==> config.mk <==
export PLATFORM = sky130hd
export DESIGN_NAME = plac_mac
export DESIGN_NICKNAME = d
export VERILOG_FILES = /design/src/hw/rtl/plac_pkg.sv /design/src/hw/rtl/plac_mac.sv
export SDC_FILE = /design/constraint.sdc
export NUM_CORES = 2
export LEC_CHECK = 0
export ABC_AREA = 1
export ABC_CLOCK_PERIOD_IN_PS = 8130
export BUFFER_PORTS_ARGS = -buffer_cell sky130_fd_sc_hd__buf_2
export CAP_MARGIN = 20
export CORE_UTILIZATION = 65
export DETAILED_ROUTE_END_ITERATION = 10
export GPL_ROUTABILITY_DRIVEN = 0
export GPL_TIMING_DRIVEN = 0
export PLACE_DENSITY = 0.82
export SKIP_LAST_GASP = 1
export SLEW_MARGIN = 20
export SYNTH_ARGS = -nofsm -noshare
export SYNTH_HDL_FRONTEND = slang
export SYNTH_SLANG_ARGS = --single-unit
export TNS_END_PERCENT = 5
==> constraint.sdc <==
create_clock -name clk -period 8.13 [get_ports clk]
set_clock_uncertainty 0.1 [all_clocks]
set_input_delay 1.626 -clock clk [delete_from_list [all_inputs] [get_ports clk]]
set_output_delay 1.626 -clock clk [all_outputs]
set_load 0.005 [all_outputs]
==> src/hw/rtl/plac_pkg.sv <==
// Shared constants and types for the packet length autocorrelation block.
`timescale 1ns / 1ps
`default_nettype none
package plac_pkg;

  localparam int MAX_SAMPLES = 256;
  localparam int LENGTH_BITS = 16;
  localparam int LAG_COUNT   = 5;
  localparam int LAG_W       = 3;
  localparam int IN_LEN_W    = 16;

  localparam int ADDR_W = $clog2(MAX_SAMPLES);
  localparam int CNT_W  = $clog2(MAX_SAMPLES + 1);
  localparam int SUM_W  = LENGTH_BITS + ADDR_W;
  localparam int D_W    = LENGTH_BITS + ADDR_W + 1;   // n*x - S, signed
  localparam int P_W    = 2 * D_W;
  localparam int ACC_W  = P_W + ADDR_W;

  // Q4.16 result: 3 integer quotient bits plus 16 fraction bits, then sign.
  localparam int Q_FRAC  = 16;
  localparam int Q_INT   = 3;
  localparam int Q_STEPS = Q_FRAC + Q_INT;
  localparam int VAL_W   = Q_STEPS + 1;

  localparam int OUT_DATA_W = 24;

  typedef struct packed {
    logic signed [ACC_W-1:0] num;
    logic signed [ACC_W-1:0] den;
  } acc_t;

endpackage
`default_nettype wire

==> src/hw/rtl/plac_mac.sv <==
// Deviation, product and accumulate pipeline for one lag.
`timescale 1ns / 1ps
`default_nettype none
module plac_mac (
  input  wire logic                             clk,
  input  wire logic                             rst_n,
  input  wire logic                             clr,
  input  wire logic                             in_valid,
  input  wire logic [plac_pkg::LENGTH_BITS-1:0] smp_a,
  input  wire logic [plac_pkg::LENGTH_BITS-1:0] smp_b,
  input  wire logic [plac_pkg::CNT_W-1:0]       n,
  input  wire logic [plac_pkg::SUM_W-1:0]       s,
  output logic                                  busy,
  output plac_pkg::acc_t                        acc
);
  import plac_pkg::*;

  logic [CNT_W+LENGTH_BITS-1:0] nxa, nxb;
  logic signed [D_W-1:0] da_nxt, db_nxt;
  logic signed [D_W-1:0] da_r, db_r;
  logic signed [P_W-1:0] pa_r, pd_r;
  logic v1_r, v2_r;
  acc_t acc_r;

  // d = n*x - S; n*x < 2^(ADDR_W+LENGTH_BITS) so the top bit is always zero
  assign nxa    = n * smp_a;
  assign nxb    = n * smp_b;
  assign da_nxt = $signed(D_W'(nxa)) - $signed(D_W'(s));
  assign db_nxt = $signed(D_W'(nxb)) - $signed(D_W'(s));

  always_ff @(posedge clk) begin
    if (!rst_n) begin
      v1_r <= 1'b0;
      v2_r <= 1'b0;
    end else begin
      v1_r <= in_valid;
      v2_r <= v1_r;
    end
  end

  always_ff @(posedge clk) begin
    da_r <= da_nxt;
    db_r <= db_nxt;
    pa_r <= da_r * db_r;
    pd_r <= da_r * da_r;
  end

  always_ff @(posedge clk) begin
    if (!rst_n || clr) begin
      acc_r <= '0;
    end else if (v2_r) begin
      acc_r.num <= acc_r.num + ACC_W'(pa_r);
      acc_r.den <= acc_r.den + ACC_W'(pd_r);
    end
  end

  assign busy = in_valid | v1_r | v2_r;
  assign acc  = acc_r;

endmodule
`default_nettype wire

==> flow_summary.json <==
{
  "wp_depth": 24,
  "post_drt_via_cell_ratio": 5.872,
  "violations": "DRC, setup timing",
  "cts.sinks": 267,
  "max-slew-margin-rel_pct": 6.030,
  "tritoncts.num_buffers": 31,
  "post-place-cells": 11350,
  "totalNegativeSetupSlack_ns": -0.1795,
  "hold_path.class": "register to register",
  "dr.pass1.iters": 11,
  "cts.clk_slew.worst_paths_ns": 0.06,
  "cp.required_ns": 8.46,
  "syn_to_final_growth_pct": 5.425,
  "grt_start_max_net_pins": 16,
  "yosys_warnings": 0,
  "drv_slew": 0,
  "worstPathCellList": "clkbuf_1 -> clkbuf_1 -> nand2_1 -> inv_1 -> fa_1 -> fa_1 -> fa_1 -> inv_1 -> fa_1 -> inv_1 -> fa_1 -> fa_1 -> inv_1 -> fa_1 -> inv_1 -> ha_1 -> nand2_1 -> o21ai_0 -> a21oi_1 -> o21ai_1 -> nand2_1 -> nand3_1 -> nand3b_1 -> nand2_1",
  "worst-slew-pin-transition_ns": 1.410,
  "routed_wl_um": 253500,
  "dp_worst_setup_slack_ns": -1.362,
  "tritoncts": "yes",
  "global_route.overflow_total": 0,
  "die-area_um2": 113800,
  "timing_hold_violations_final": 0,
  "final_cell_count_no_fill": 11430,
  "antenna_violating_nets_post_route": 0,
  "clock_path_buffers": 3,
  "critical-path-top-delay-family": "adder cells",
  "post_synth_main_area_contributors": "fa_1 (41%), inv_1 (14%), nand2_1 (12%)",
  "grt_first_pass_wirelength_um": 386400,
  "r2r.worst_path.cells": 24,
  "crit_arrival_ns": 8.62,
  "path_common_cell": "fa_1",
  "cp-start-kind": "register",
  "status": "finished with violations",
  "final_area_um2": 77080,
  "syn_avg_cell_area_um2": 7.533,
  "post_synthesis_instance_area_um2": 73110,
  "worst_path_max_fanout": 10,
  "post-synth-top-area-fraction_pct": 41.21,
  "fmax_ghz": 0.1206,
  "number_of_fill_cells_in_the_layout": 8968,
  "final_net_count": 12000,
  "initial_antenna_violation_count": 8,
  "yosys.area.top_type": "fa_1",
  "fin_crit_sh_pct": 102.0,
  "ys_async_sr_fraction_pct": 0,
  "floorplan.die.width_um": 337.4,
  "clkLatencyLatePin_ns": 0.67,
  "initial_utilization_pct": 65.79,
  "cts-htree-levels": 1,
  "fp.dieH_um": 337.4,
  "syn_inst": 9706,
  "drc_errors": 146,
  "grt_setup_unrepaired": "true",
  "synth-seq-area-share_pct": 7.311,
  "timing.final.setup_violations": 2,
  "dp_hpwl_um": 205600,
  "post_route_cells_drive_above_1_share_pct": 4.181,
  "buffer_ports.inserted": 153,
  "max_stage_delay_ns": 1.07,
  "hold_depth": 2,
  "placement_rows": 122,
  "postSynthNetCount": 11810,
  "timing_worst_setup_path_type": "register to register",
  "finalWorstSetupSlack_ns": -0.1624,
  "final_cell_mix": "inv_1 (2758), nand2_1 (2329), fa_1 (1500)",
  "design.portCount": 186,
  "routedWlPerCell_um": 22.18,
  "ys_ff_latch": 267,
  "critPathSlowestCell": "clkbuf_1",
  "grt_pass1_vias": 69060,
  "floorplan.core_area_um2": 111100,
  "dr_total_vias": 67090,
  "netlist_cell_types": 48,
  "dr.first_iter.drc_count": 8188,
  "final_period_minus_worst_setup_slack_ns": 8.292,
  "layout_commonest_cell": "inv_1",
  "ctsRootBufferMaster": "clkbuf_16",
  "postSynth.topFlopCell": "dfxtp_1",
  "dpl_cell_area_um2": 75760,
  "maxCapViolations": 0,
  "synth_edf_count": 0,
  "cp-end-kind": "register",
  "grt_util_all_layers_pct": 45.78,
  "worst-path-buf-inv": 7
}
[tightest hold or removal path: stages, from the launching register on]
cell	delay (ns)
dfxtp_1	0.31
nand2_1	0.06
inv_1	0.03
[cell type report]
type                            instances  area, um^2  share of cell area (%)
Tap cell                             1488        1862                   2.415
Multi-Input combinational cell       6350       56180                   72.89
Clock inverter                         19       256.5                  0.3328
Timing Repair Buffer                  161       853.3                   1.107
Clock buffer                           39       825.8                   1.071
Buffer                                315        1297                   1.683
Antenna cell                           12       30.03                 0.03896
Sequential cell                       267        5346                   6.936
Inverter                             2774       10420                   13.52
[through the flow]
step	hold WS, ns	utilization [%]
global placement	0.3347	68.16
detailed placement	0.3378	68.17
global route	0.3779	69.33
CTS	0.3489	69.18
finish	0.3434	69.36
floorplan	0.2714	-
[kinds of logic after synthesis]
kind of cell | share of synthesized area (%)
adders and majority gates | 50.19
DFF | 7.311
AOI/OAI and AO/OA | 5.440
and+or+nand+nor | 18.74
buffers and inverters | 15.86
xor gates and xnor gates | 2.456
[cell usage after synthesis, types with 20 or more instances]
cell	instances
inv_1	2761
nand2_1	2329
fa_1	1505
nor2_1	654
ha_1	525
a21oi_1	305
clkbuf_1	294
dfxtp_1	267
nand3_1	231
o21ai_0	192
xor2_1	145
xnor2_1	60
o21bai_1	47
nand4_1	45
o21ai_1	45
nor3_1	33
nor2_2	28
nand2_2	25
a21o_1	22
buf_1	20
[metal layers]
metal / track usage, % / routed length [um] / vias up
met4: 41.20 / 30760 / 20
met3: 18.91 / 37870 / 1870
li1: - / - / 28360
met2: 66.84 / 103800 / 5442
met5: 1.447 / 303 / -
met1: 51.14 / 80690 / 31400
[final timing paths]
check | from | to | slack (ns)
setup / recovery | da_r[21] | pd_r[49] | -0.16
hold / removal | v1_r | v2_r | 0.34
setup reg to reg | da_r[21] | pd_r[49] | -0.16
hold reg to reg | v1_r | v2_r | 0.34
[sequential cells by signal, summed over array words and instances (netlist names)]
name,cells
da_r,25
v2_r,1
db_r,25
acc,116
v1_r,1
pa_r,50
pd_r,49
[timing repair]
| item | CTS | global route |
|---|---|---|
| gates resized for setup | 21 | 57 |
| endpoints found under the setup margin | 36 | 52 |
| setup buffers | 0 | 5 |
| hold buffers | 0 | 0 |
| pin swaps | 1 | 1 |
Power is not shown: default switching activity piles up to over one toggle a cycle in this logic, so the estimate is an artifact.
