File: config.mk
export PLATFORM = sky130hd
export DESIGN_NAME = plac_div
export DESIGN_NICKNAME = d
export VERILOG_FILES = /design/src/hw/rtl/plac_pkg.sv /design/src/hw/rtl/plac_div.sv
export SDC_FILE = /design/constraint.sdc
export NUM_CORES = 1
export LEC_CHECK = 0
export BUFFER_PORTS_ARGS = -buffer_cell sky130_fd_sc_hd__buf_2
export CAP_MARGIN = 20
export CORE_MARGIN = 8
export CORE_UTILIZATION = 46
export DETAILED_ROUTE_END_ITERATION = 12
export PLACE_DENSITY = 0.71
export SYNTH_ARGS = -nofsm -noshare
export SYNTH_HDL_FRONTEND = slang
export SYNTH_SLANG_ARGS = --single-unit
export TNS_END_PERCENT = 1
File: constraint.sdc
create_clock -name clk -period 6.45 [get_ports clk]
set_input_delay 0.3225 -clock clk [delete_from_list [all_inputs] [get_ports clk]]
set_output_delay 0.3225 -clock clk [all_outputs]
set_load 0.01 [all_outputs]
File: src/hw/rtl/plac_pkg.sv
// Shared constants and types for the packet length autocorrelation block.
`timescale 1ns / 1ps
`default_nettype none
package plac_pkg;

  localparam int MAX_SAMPLES = 256;
  localparam int LENGTH_BITS = 16;
  localparam int LAG_COUNT   = 5;
  localparam int LAG_W       = 3;
  localparam int IN_LEN_W    = 16;

  localparam int ADDR_W = $clog2(MAX_SAMPLES);
  localparam int CNT_W  = $clog2(MAX_SAMPLES + 1);
  localparam int SUM_W  = LENGTH_BITS + ADDR_W;
  localparam int D_W    = LENGTH_BITS + ADDR_W + 1;   // n*x - S, signed
  localparam int P_W    = 2 * D_W;
  localparam int ACC_W  = P_W + ADDR_W;

  // Q4.16 result: 3 integer quotient bits plus 16 fraction bits, then sign.
  localparam int Q_FRAC  = 16;
  localparam int Q_INT   = 3;
  localparam int Q_STEPS = Q_FRAC + Q_INT;
  localparam int VAL_W   = Q_STEPS + 1;

  localparam int OUT_DATA_W = 24;

  typedef struct packed {
    logic signed [ACC_W-1:0] num;
    logic signed [ACC_W-1:0] den;
  } acc_t;

endpackage
`default_nettype wire

File: src/hw/rtl/plac_div.sv
// Restoring divider: num/den in signed Q4.16, truncated and saturated.
`timescale 1ns / 1ps
`default_nettype none
module plac_div (
  input  wire logic                        clk,
  input  wire logic                        rst_n,
  input  wire logic                        start,
  input  wire plac_pkg::acc_t              acc,
  output logic                             done,
  output logic signed [plac_pkg::VAL_W-1:0] value
);
  import plac_pkg::*;

  localparam logic [1:0] D_IDLE = 2'd0;
  localparam logic [1:0] D_CHK  = 2'd1;
  localparam logic [1:0] D_RUN  = 2'd2;

  localparam int STEP_W = $clog2(Q_STEPS);
  localparam int V_W    = ACC_W + Q_INT;
  localparam int R_W    = V_W + 1;
  localparam logic [VAL_W-1:0] MAG_SAT = VAL_W'(1) << Q_STEPS;
  localparam logic [VAL_W-1:0] POS_MAX = MAG_SAT - VAL_W'(1);

  logic [1:0]         state_r;
  logic [STEP_W-1:0]  step_r;
  logic [ACC_W-1:0]   mag_r;
  logic [V_W-1:0]     v_r;
  logic [R_W-1:0]     r_r;
  logic [Q_STEPS-1:0] q_r;
  logic               neg_r;
  logic               done_r;
  logic [VAL_W-1:0]   val_r;

  logic [R_W-1:0]     r_sh, r_nxt;
  logic               ge;
  logic [Q_STEPS-1:0] q_nxt;
  logic               done_nxt;

  function automatic logic [VAL_W-1:0] fmt(input logic neg, input logic [VAL_W-1:0] mag);
    if (neg) begin
      return VAL_W'(0) - mag;
    end
    return (mag > POS_MAX) ? POS_MAX : mag;
  endfunction

  // divisor scaled by 8 so the 19 quotient bits fall out of one shift loop
  assign r_sh  = r_r << 1;
  assign ge    = r_sh >= R_W'(v_r);
  assign r_nxt = ge ? (r_sh - R_W'(v_r)) : r_sh;
  assign q_nxt = {q_r[Q_STEPS-2:0], ge};

  assign done_nxt = ((state_r == D_IDLE) & start & (acc.den == '0)) |
                    ((state_r == D_CHK) & (V_W'(mag_r) >= v_r)) |
                    ((state_r == D_RUN) & (step_r == STEP_W'(Q_STEPS - 1)));

  always_ff @(posedge clk) begin
    if (!rst_n) begin
      done_r <= 1'b0;
    end else begin
      done_r <= done_nxt;
    end
  end

  always_ff @(posedge clk) begin
    if (!rst_n) begin
      state_r <= D_IDLE;
    end else begin
      case (state_r)
        D_IDLE: begin
          if (start) begin
            if (acc.den == '0) begin
              val_r <= '0;
            end else begin
              neg_r   <= acc.num[ACC_W-1];
              mag_r   <= acc.num[ACC_W-1] ? (ACC_W'(0) - acc.num) : acc.num;
              v_r     <= {acc.den, {Q_INT{1'b0}}};
              state_r <= D_CHK;
            end
          end
        end
        D_CHK: begin
          if (V_W'(mag_r) >= v_r) begin
            val_r   <= fmt(neg_r, MAG_SAT);
            state_r <= D_IDLE;
          end else begin
            r_r     <= R_W'(mag_r);
            q_r     <= '0;
            step_r  <= '0;
            state_r <= D_RUN;
          end
        end
        D_RUN: begin
          r_r    <= r_nxt;
          q_r    <= q_nxt;
          step_r <= step_r + STEP_W'(1);
          if (step_r == STEP_W'(Q_STEPS - 1)) begin
            val_r   <= fmt(neg_r, VAL_W'(q_nxt));
            state_r <= D_IDLE;
          end
        end
        default: begin
          state_r <= D_IDLE;
        end
      endcase
    end
  end

  assign done  = done_r;
  assign value = $signed(val_r);

endmodule
`default_nettype wire
==> summary by stage <==
Status
The flow ran to the end, and the final reports show no timing, DRC or antenna violations.

Floorplanning
The core footprint is 32,200 um^2. The die outline area is 38,500 um^2. For this configuration, the core starts out at a cell density of 46.3%.

In this run the vertical extent of the chip is 196 um. In this run the core area contains 66 standard-cell rows. The die is 196 um wide.

The boundary pin count is 140.

Yosys
The number of synthesized flops with an enable pin is 221. The number of distinct library cells after synthesis is 62. For this run, the number of Yosys warnings is 0. Summing every instance area after synthesis gives 14,900 um^2. The post-synthesis area per instance is 9.94 um^2. After synthesis, the largest area contributor takes up 44.5% of total cell area. The most instantiated flip-flop cell in the synthesis netlist is edfxtp_1.

Of all cell types, the one taking the most synthesized area is edfxtp_1. The share of async-settable or async-resettable flops after synthesis is 0%. The cell count after synthesis came out at 1,502.

In the post-synthesis netlist, the biggest area contributors are edfxtp_1 44%, ha_1 10%, a21oi_1 5.8%. Synthesis inferred 224 register bits. Summing the sequential cell areas from Yosys gives 44.9% of the chip area. The net count after synthesis is 1,742.

STA
The headroom to the max-slew limit is 28.5%. On the final layout, the worst clock skew is 0.0141 ns. The final count of pins violating max slew is 0.

Setup repair after global routing left no endpoint under its margin. The slew at the pin with the worst max-slew slack is 1.06 ns. Based on the critical path, the design can be clocked at up to 236 MHz. Setup violations remaining at the end of the flow were counted as 0.

The setup slack after layout is 2.22 ns. The number of hold violations in the final report is 0. Summed over all failing endpoints, the final setup total negative slack is 0 ns. The final critical-path share of the clock period is 65.7%. Subtracting the final worst setup slack from the clock period gives 4.23 ns.

Drt
The routed design has 39.7 mm of wire. The detailed-route vias per instance is 5.74. The count of TritonRoute iterations in the first routing pass is 5. In this run the remaining antenna-violating nets after routing total 0.

The detailed router finished its first iteration with 941 violations. After detailed routing, the number of remaining DRC violations is 0. The post-detailed-route wirelength per cell is 18.9 um.

The final route contains 12,100 vias.

Setup path
The worst path required time is 6.64 ns. Tracing the worst setup path back leads to its startpoint at mag_r[30]. The source of the worst register-to-register timing path is mag_r[30]. In this run the worst path has a maximum fanout of 64.

The type of element launching the critical path is a flip-flop. The worst setup path is captured at a flip-flop. Following the worst setup path forward leads to its endpoint at r_r[52]. Data arrives at the worst endpoint at 4.42 ns. For the worst flop-to-flop path, the logic depth is 13. The reg-to-reg critical path endpoint is r_r[52]. By startpoint and endpoint, the worst setup path is classified as flip-flop to flip-flop. Across all register-to-register paths, the minimum setup slack is 2.22 ns.

Final layout
Leaving out fill and tap cells, the most frequent cell in the layout is edfxtp_1. The area growth from synthesis to layout is 16.2%. In the final design database the tool counted 1,913 nets. Cells with a size suffix above 1 make up 12.6% of the layout.

The total inserted antenna cells is 0. The post-layout utilization of the core is 53.8%. The top cell types in the final layout, fill and taps aside, are 221 x edfxtp_1, 171 x a21oi_1, 153 x nor2_1. The layout filler cell count is 2,853.

Pwr
Power spread over the standard cell area amounts to 287 nW/um^2. The sequential fraction of design power is 39.2%. Of the total power, the share spent switching nets is 34.6%. The power dissipated by switching net loads is 1720 uW.

The fraction of power consumed by the clock network is 27.4%. Combinational cells account for 33.4% of the total power. The peak supply drop is 215 uV. The analysis attributes to cell leakage a power of 0.00689 uW. Internal power comes to 3260 uW.

Placed design
The sum of net half-perimeters after detailed placement is 29.7 mm. The count of buffers added on input and output ports is 139. At the end of routability-driven placement, the weighted congestion stood at 0.892. The post-place setup slack is 2.15 ns.

Clocking
The clock slew at the register clock pins of the worst setup and hold paths is 0.06 ns. TritonCTS built the clock tree. The number of buffers on the longest clock path is 3. Buffers inserted during clock tree synthesis total 26. The latest clock arrival within the worst-skew pair is 0.54 ns.

The number of clock sinks is 224. The buffer cell driving the clock tree root is clkbuf_16. Once the clock tree was built, the resizer swapped 0 gates to a different size. The H-tree level count is 1.

Global routing
The total overflow left after global routing is 0. The number of antenna violations at the first check in global routing is 1. Global routing used 19.9% of the available tracks across all layers.

The number of global-route vias before repair was 12,000. The global-route wire length before repair is 62.4 mm. The maximum number of pins on one net before global-route repair is 106.

Hold path
The type of the worst min-delay path is input pin to flip-flop. The start point of the worst hold path is acc[12].

Flow run
The number of maximum-capacitance constraint violations is 0.
layout make-up:
cell class | instances | area (um^2) | area share [%]
clock buffer | 32 | 694 | 4.00
sequential | 224 | 6700 | 38.6
clock inverter | 15 | 90.1 | 0.519
timing repair buffer | 200 | 1320 | 7.60
inverter | 85 | 319 | 1.84
multi-input combinational | 1136 | 7710 | 44.5
tap | 408 | 510 | 2.94
per-layer routing:
layer | global-route usage (%) | wire (um) | vias to the layer above
met5 | 0 | 8 | -
met4 | 6.85 | 1350 | 2
met3 | 2.47 | 1830 | 83
met2 | 33.4 | 18600 | 367
met1 | 26.3 | 17800 | 5697
li1 | - | - | 5915
power by group through the flow:
stage	Clock (uW)	Sequential, uW	Combinational (uW)
2_1_floorplan	0	1970	1200
3_3_place_gp	0	1980	1590
5_1_grt	1450	1970	1850
6_report	1370	1950	1670
4_1_cts	1400	1950	1660
3_5_place_dp	0	1980	1620
how the worst min path moves through the flow:
stage | endpoint | slack [ns] | cells after the start
after floorplan | mag_r[0] | 0.42 | 0
after global placement | v_r[9] | 0.51 | 1
after detailed placement | v_r[27] | 0.52 | 1
after CTS | v_r[15] | 0.0006 | 1
after global routing | v_r[15] | 0.002 | 1
final | v_r[15] | 0.01 | 1
registers in the layout, indices dropped and copies added, names as in the netlist:
name / flops
r_r: 61
value: 20
mag_r: 58
neg_r: 1
v_r: 58
step_r: 5
state_r: 2
done: 1
q_r: 18
critical path, cell delays in order, from the launching register on:
cell	delay (ns)
edfxtp_1	0.40
ha_1	0.33
a21o_1	0.16
a21o_1	0.17
a21o_1	0.17
a21o_1	0.17
a21o_1	0.18
a21o_1	0.18
a21o_1	0.19
a221oi_1	0.50
and3_1	0.31
a21oi_1	0.09
nor2_4	0.57
buf_12	0.41
synth_stat cells (all sizes together) (4+ instances only):
cell type  count
o31ai         23
a31oi         18
a21oi        172
a21o          57
mux2i         21
nand3         21
ha           120
buf            6
nand2         76
or3           21
or4           11
o21ai         78
xnor2         93
nor3          17
o22ai          4
nor2         156
and3          13
a211oi        12
o21a          10
nor2b         19
nand2b        17
clkbuf        51
nor4          23
edfxtp       221
xor2          31
nand4         35
o41ai          7
and2          22
o211ai         4
a221oi         4
and4           5
inv           85
o21bai        10
mux2           4
cells by family after synthesis:
| logic type | share of synthesized area (%) |
|---|---|
| AO/OA/AOI/OAI | 17.1 |
| XOR/XNOR | 7.28 |
| adder cells (fa/ha/maj) | 10.2 |
| buffers and inverters | 3.72 |
| flip-flops | 44.9 |
| multiplexers | 1.71 |
| AND/OR/NAND/NOR | 15.1 |
through the flow:
step	area [um^2]	power, uW	hold slack [ns]	instances
after floorplan	14900	3170	0.421	1502
after global placement	16000	3570	0.514	1997
after detailed placement	16000	3600	0.516	1997
after CTS	17300	5000	0.000649	2100
after global routing	17300	5270	0.00213	2100
final	17300	4990	0.0116	2100
repair_timing:
item,in CTS,in global routing
buffers inserted,0,0
hold buffers,56,0
endpoints found under the hold margin,56,0
Power figures use the tool's default switching activity.
